==> config.mk <==
export PLATFORM = sky130hd
export DESIGN_NAME = pst_pow_stage
export DESIGN_NICKNAME = d
export VERILOG_FILES = /design/src/rtl/phong_specular_tint_shade_defines.svh /design/src/rtl/pst_pkg.sv /design/src/rtl/pst_pow_stage.sv
export SDC_FILE = /design/constraint.sdc
export NUM_CORES = 1
export LEC_CHECK = 0
export CORE_MARGIN = 2
export CORE_UTILIZATION = 40
export CTS_CLUSTER_DIAMETER = 200
export DETAILED_ROUTE_END_ITERATION = 10
export DONT_BUFFER_PORTS = 1
export PLACE_DENSITY = 0.65
export SLEW_MARGIN = 20
export SYNTH_ARGS = -nofsm -noshare
export SYNTH_HDL_FRONTEND = slang
export SYNTH_SLANG_ARGS = --single-unit
==> constraint.sdc <==
create_clock -name clock -period 7.35 [get_ports clock]
set_input_delay 1.1025 -clock clock [delete_from_list [all_inputs] [get_ports clock]]
set_output_delay 1.1025 -clock clock [all_outputs]
set_load 0.005 [all_outputs]
==> src/rtl/phong_specular_tint_shade_defines.svh <==
// ----------------------------------------------------------------------------
// Phong specular tint shader: assertion macros
// Shared concurrent assertion forms used by the shader RTL.
// ----------------------------------------------------------------------------
`ifndef PHONG_SPECULAR_TINT_SHADE_DEFINES_SVH
`define PHONG_SPECULAR_TINT_SHADE_DEFINES_SVH

// Same-cycle implication, disabled while reset is high.
`define PST_ASSERT_IMPL(label, clk, rst, ante, cons, msg) \
   label: assert property (@(posedge clk) disable iff (rst) (ante) |-> (cons)) \
      else $error(msg);

// Next-cycle implication, disabled while reset is high.
`define PST_ASSERT_NEXT(label, clk, rst, ante, cons, msg) \
   label: assert property (@(posedge clk) disable iff (rst) (ante) |=> (cons)) \
      else $error(msg);

`endif

==> src/rtl/pst_pkg.sv <==
// ----------------------------------------------------------------------------
// Phong specular tint shader package
// Payload types, register indexes and the shared Q1.15 multiply.
// ----------------------------------------------------------------------------
package pst_pkg;

   localparam int unsigned EXP_BITS_DEFAULT = 8;
   localparam int unsigned SHIN_W           = 8;
   localparam int unsigned CSR_IDX_W        = 8;
   localparam int unsigned CSR_DATA_W       = 16;

   localparam logic [15:0] ONE_Q15 = 16'h8000;

   localparam logic [CSR_IDX_W-1:0] CSR_TINT_RED   = 8'd0;
   localparam logic [CSR_IDX_W-1:0] CSR_TINT_GREEN = 8'd1;
   localparam logic [CSR_IDX_W-1:0] CSR_TINT_BLUE  = 8'd2;
   localparam logic [CSR_IDX_W-1:0] CSR_SHININESS  = 8'd3;

   typedef struct packed {
      logic signed [15:0] in_dir_x;
      logic signed [15:0] in_dir_y;
      logic signed [15:0] in_dir_z;
      logic signed [15:0] out_dir_x;
      logic signed [15:0] out_dir_y;
      logic signed [15:0] out_dir_z;
      logic signed [15:0] norm_x;
      logic signed [15:0] norm_y;
      logic signed [15:0] norm_z;
   } req_payload_type;

   typedef struct packed {
      logic [15:0] red_out;
      logic [15:0] green_out;
      logic [15:0] blue_out;
   } rsp_payload_type;

   // Running product and running square of one exponentiation.
   typedef struct packed {
      logic [15:0] spec;
      logic [15:0] base;
   } pow_state_type;

   // Q1.15 product, rounded to nearest with ties up. Inputs never exceed one,
   // so the result fits in 16 bits.
   function automatic logic [15:0] mul_q15(input logic [15:0] a, input logic [15:0] b);
      logic [31:0] prod;
      prod = (32'(a) * 32'(b)) + 32'd16384;
      return prod[30:15];
   endfunction

endpackage

==> src/rtl/pst_pow_stage.sv <==
// ----------------------------------------------------------------------------
// Phong specular tint shader: one square-and-multiply stage
// Handles one exponent bit: optional multiply into the product, then square.
// ----------------------------------------------------------------------------
module pst_pow_stage (
   input  logic                   clock,
   input  logic                   reset,
   input  logic                   adv,
   input  logic                   exp_bit,
   input  logic                   prev_valid,
   input  pst_pkg::pow_state_type prev_pow,
   output logic                   valid,
   output pst_pkg::pow_state_type pow
);
   import pst_pkg::*;

   logic          valid_ff;
   pow_state_type pow_ff;
   pow_state_type pow_in;

   always_comb begin
      pow_in.spec = exp_bit ? mul_q15(prev_pow.spec, prev_pow.base) : prev_pow.spec;
      pow_in.base = mul_q15(prev_pow.base, prev_pow.base);
   end

   always_ff @(posedge clock) begin
      if (reset) begin
         valid_ff <= 1'b0;
      end else if (adv) begin
         valid_ff <= prev_valid;
      end
   end

   always_ff @(posedge clock) begin
      if (adv) begin
         pow_ff <= pow_in;
      end
   end

   assign valid = valid_ff;
   assign pow   = pow_ff;

endmodule

==> impl_results.md <==
* Top-level I/O count at 70
* R2R Path Start: valid
* Fraction of final layout cells sized beyond drive strength 1 at 0.0131
* Number of enable-type register cells in the synthesized netlist at 32
* Number of warnings printed during yosys synthesis at 0
* Initial antenna violation count at 2
* Core outline area at 42000 um^2
* Multiplexer fraction of the synthesized cell area at 0.00630
* Share of flip-flops with an asynchronous set or reset at 0
* Final setup violating endpoints at 0
* Fraction of the mapped netlist area in compound gates at 0.0671
* Critical Path Stages at 19
* Initial cell density of the core at 0.406
* Number of clock sinks at 33
* CTS H-tree depth at 2
* DRC violation count after routing at 0
* Pin count of the biggest net entering global routing at 35
* Final critical path time including I/O delays and setup at 6550 ps
* Final nets at 2441
* Most frequent cell after synthesis: inv_1
* Count of mapped cells out of synthesis at 1913
* Clock tree from TritonCTS: done
* CTS Root Cell: clkbuf_16
* XOR/XNOR share of the synthesized area at 0.0159
* Result of the run: finished, final reports clean
* Max FO, Critical Path at 34
* Area added between synthesis and finish at 2.90%
* Number of vias per cell at 5.18
* Standard cell with the maximum stage delay on the critical path: o2111ai_1
* Classification of the worst setup path: input pin to register
* Fmax at 153 MHz
* Synthesized netlist net count at 2518
* Adder-cell share of the synthesized area at 0.573
* Setup Skew at 0 ps
* Antenna violation net count after detailed routing at 0
* Crit path required time at 7380 ps
* Number of global-route vias before repair at 13600
* GPL Wtd Cong at 0.863
* Worst Hold Path Cells at 2
* GRT Total Usage at 0.185
* Worst reg-to-reg setup slack at 6760 ps
* Relative slew slack at 0.462
* Endpoint of the most critical register-to-register path: valid
* Cell types occupying the most area after synthesis: fa_1 42%, ha_1 15%, inv_1 11%
* Fill cell instance count of the final layout at 4148
* RSZ-0062 raised after global routing: false
* Global-route wire length before repair at 66.0 mm
* Quantity of gates resized following cts at 0
* Number of max-cap violations at 0
* Overall die width at 211 um
* Commonest cells post-synth: 485 x inv_1, 357 x fa_1, 250 x nand2_1, 211 x ha_1, 170 x and2_1
* Cell area after synthesis at 17100 um^2
* Post-synthesis sequential element count at 33
* Die Footprint at 44300 um^2
* Max incr delay on CP at 700 ps
* Final Hold Viols at 0
* Kind of cell adding the most delay to the critical path: adder cells
* CP Launch Type: input pin
* Average footprint of a synthesized cell at 8.92 um^2
* DR pass1 iterations at 5
* Worst R2R Path Depth at 2
* Area after DPL at 17400 um^2
* CP cell instances: nand2_1, inv_1, fa_1, inv_1, fa_1, fa_1, fa_1, inv_1, fa_1, inv_1, fa_1, inv_1, ha_1, a211oi_1, o211ai_1, o2111ai_1, a31oi_1, mux2i_1, o2111ai_1
* Unique masters post-synth at 68
* Maximum clock path buffer count at 2
* Area fraction in and, or, nand and nor cells after synthesis at 0.154
* Setup Fix Bufs, Post-CTS at 0
* Most used DFF post-synth: edfxtp_1
* Final Cycle Share at 0.891
* Number of buffers created by CTS at 5
* Number of vias in the routed layout at 12300
* Class of the tightest hold or removal check: register to register
* Quantity of hold-fixing buffers added after cts at 0
* Capturing element of the worst setup path: pow[6]
* Final sum of negative setup slack at 0 ps
* Data arrival at the endpoint of the critical path at 6580 ps
* Nature of the critical path endpoint: register
* Register clock-pin slew on the reported worst setup and hold paths at 60 ps
* Average wire per standard cell at 15.9 um
* Library cell occupying the most area in the post-synthesis netlist: fa_1
* Sum of overflow across all layers after global routing at 0
* HPWL after detailed placement at 30.2 mm
* Transition at the pin with the smallest max-transition slack at 806 ps
* Startpoint of the most critical setup path: prev_pow[9]
* Iteration-0 DRC count of the detailed router at 576
* Clock insertion delay at the later pin of the skew report at 300 ps
* Sequential element share of the synthesized area at 0.0575
* Die Y at 211 um
* Buffers and inverters on the worst path at 5
* Row count at 75
* Final non-filler cell area at 17600 um^2
* Most Frequent Cell on Critical Path: fa_1
* Count of pins over their slew limit at 0
* Total of buffers placed on input and output ports at 0
* Final design utilization at 0.418
* Area share of the largest cell type after synthesis at 0.419
* Dominant combinational cell family by area after synthesis: adder cells
* Final Routed Wirelength at 37.7 mm
layer usage:
layer	up-vias	global-route usage	part of all wire
met4	0	0.0403	0.014
met2	314	0.332	0.52
met1	6321	0.240	0.42
met5	-	0	0
met3	28	0.0198	0.050
li1	5650	-	-
cells in the final DEF (no fill, tap or decap), types with 21 or more instances in the layout:
cell and n:
nand2_1 250, a21oi_1 48, o21ai_0 26, nor2_1 44, ha_1 211, fa_1 357, inv_1 485, xnor2_1 21
edfxtp_1 32, and2_1 170
worst reg2reg max path, stage by stage (launching register included):
cell     delay, ps
dfxtp_1        320
mux2i_1        120
nor2_1          50
how the worst min path moves through the flow:
stage,startpoint,endpoint,slack (ps)
6_report,valid,valid,520
5_1_grt,valid,valid,570
4_1_cts,valid,valid,540
3_5_place_dp,valid,valid,520
3_3_place_gp,valid,valid,510
2_1_floorplan,valid,valid,480
final cells by class:
class | count | area, um^2 | area share
tap | 539 | 674 | 0.0384
antenna | 1 | 2.50 | 0.000143
sequential | 33 | 981 | 0.0559
multi-input combinational | 1311 | 13900 | 0.794
inverter | 485 | 1820 | 0.104
clock buffer | 5 | 125 | 0.00713
clock inverter | 3 | 12.5 | 0.000713
sequential cells by signal (all words and copies together) (netlist names):
signal and cells:
pow 32, valid 1
cell families after synthesis:
logic type	count (synthesis)
DFF	33
AOI/OAI and AO/OA	163
adders and majority gates	568
buffers and inverters	569
muxes	10
and+or+nand+nor	539
xor gates and xnor gates	31
metrics by stage:
step | hold WS [ps] | std cells | setup WS, ps
finish | 525 | 2377 | 798
global route | 571 | 2376 | 477
CTS | 535 | 2376 | 831
detailed placement | 521 | 2368 | 515
global placement | 513 | 2368 | 609
floorplan | 485 | 1913 | 625
Power is not shown: default switching activity piles up to over one toggle a cycle in this logic, so the estimate is an artifact.
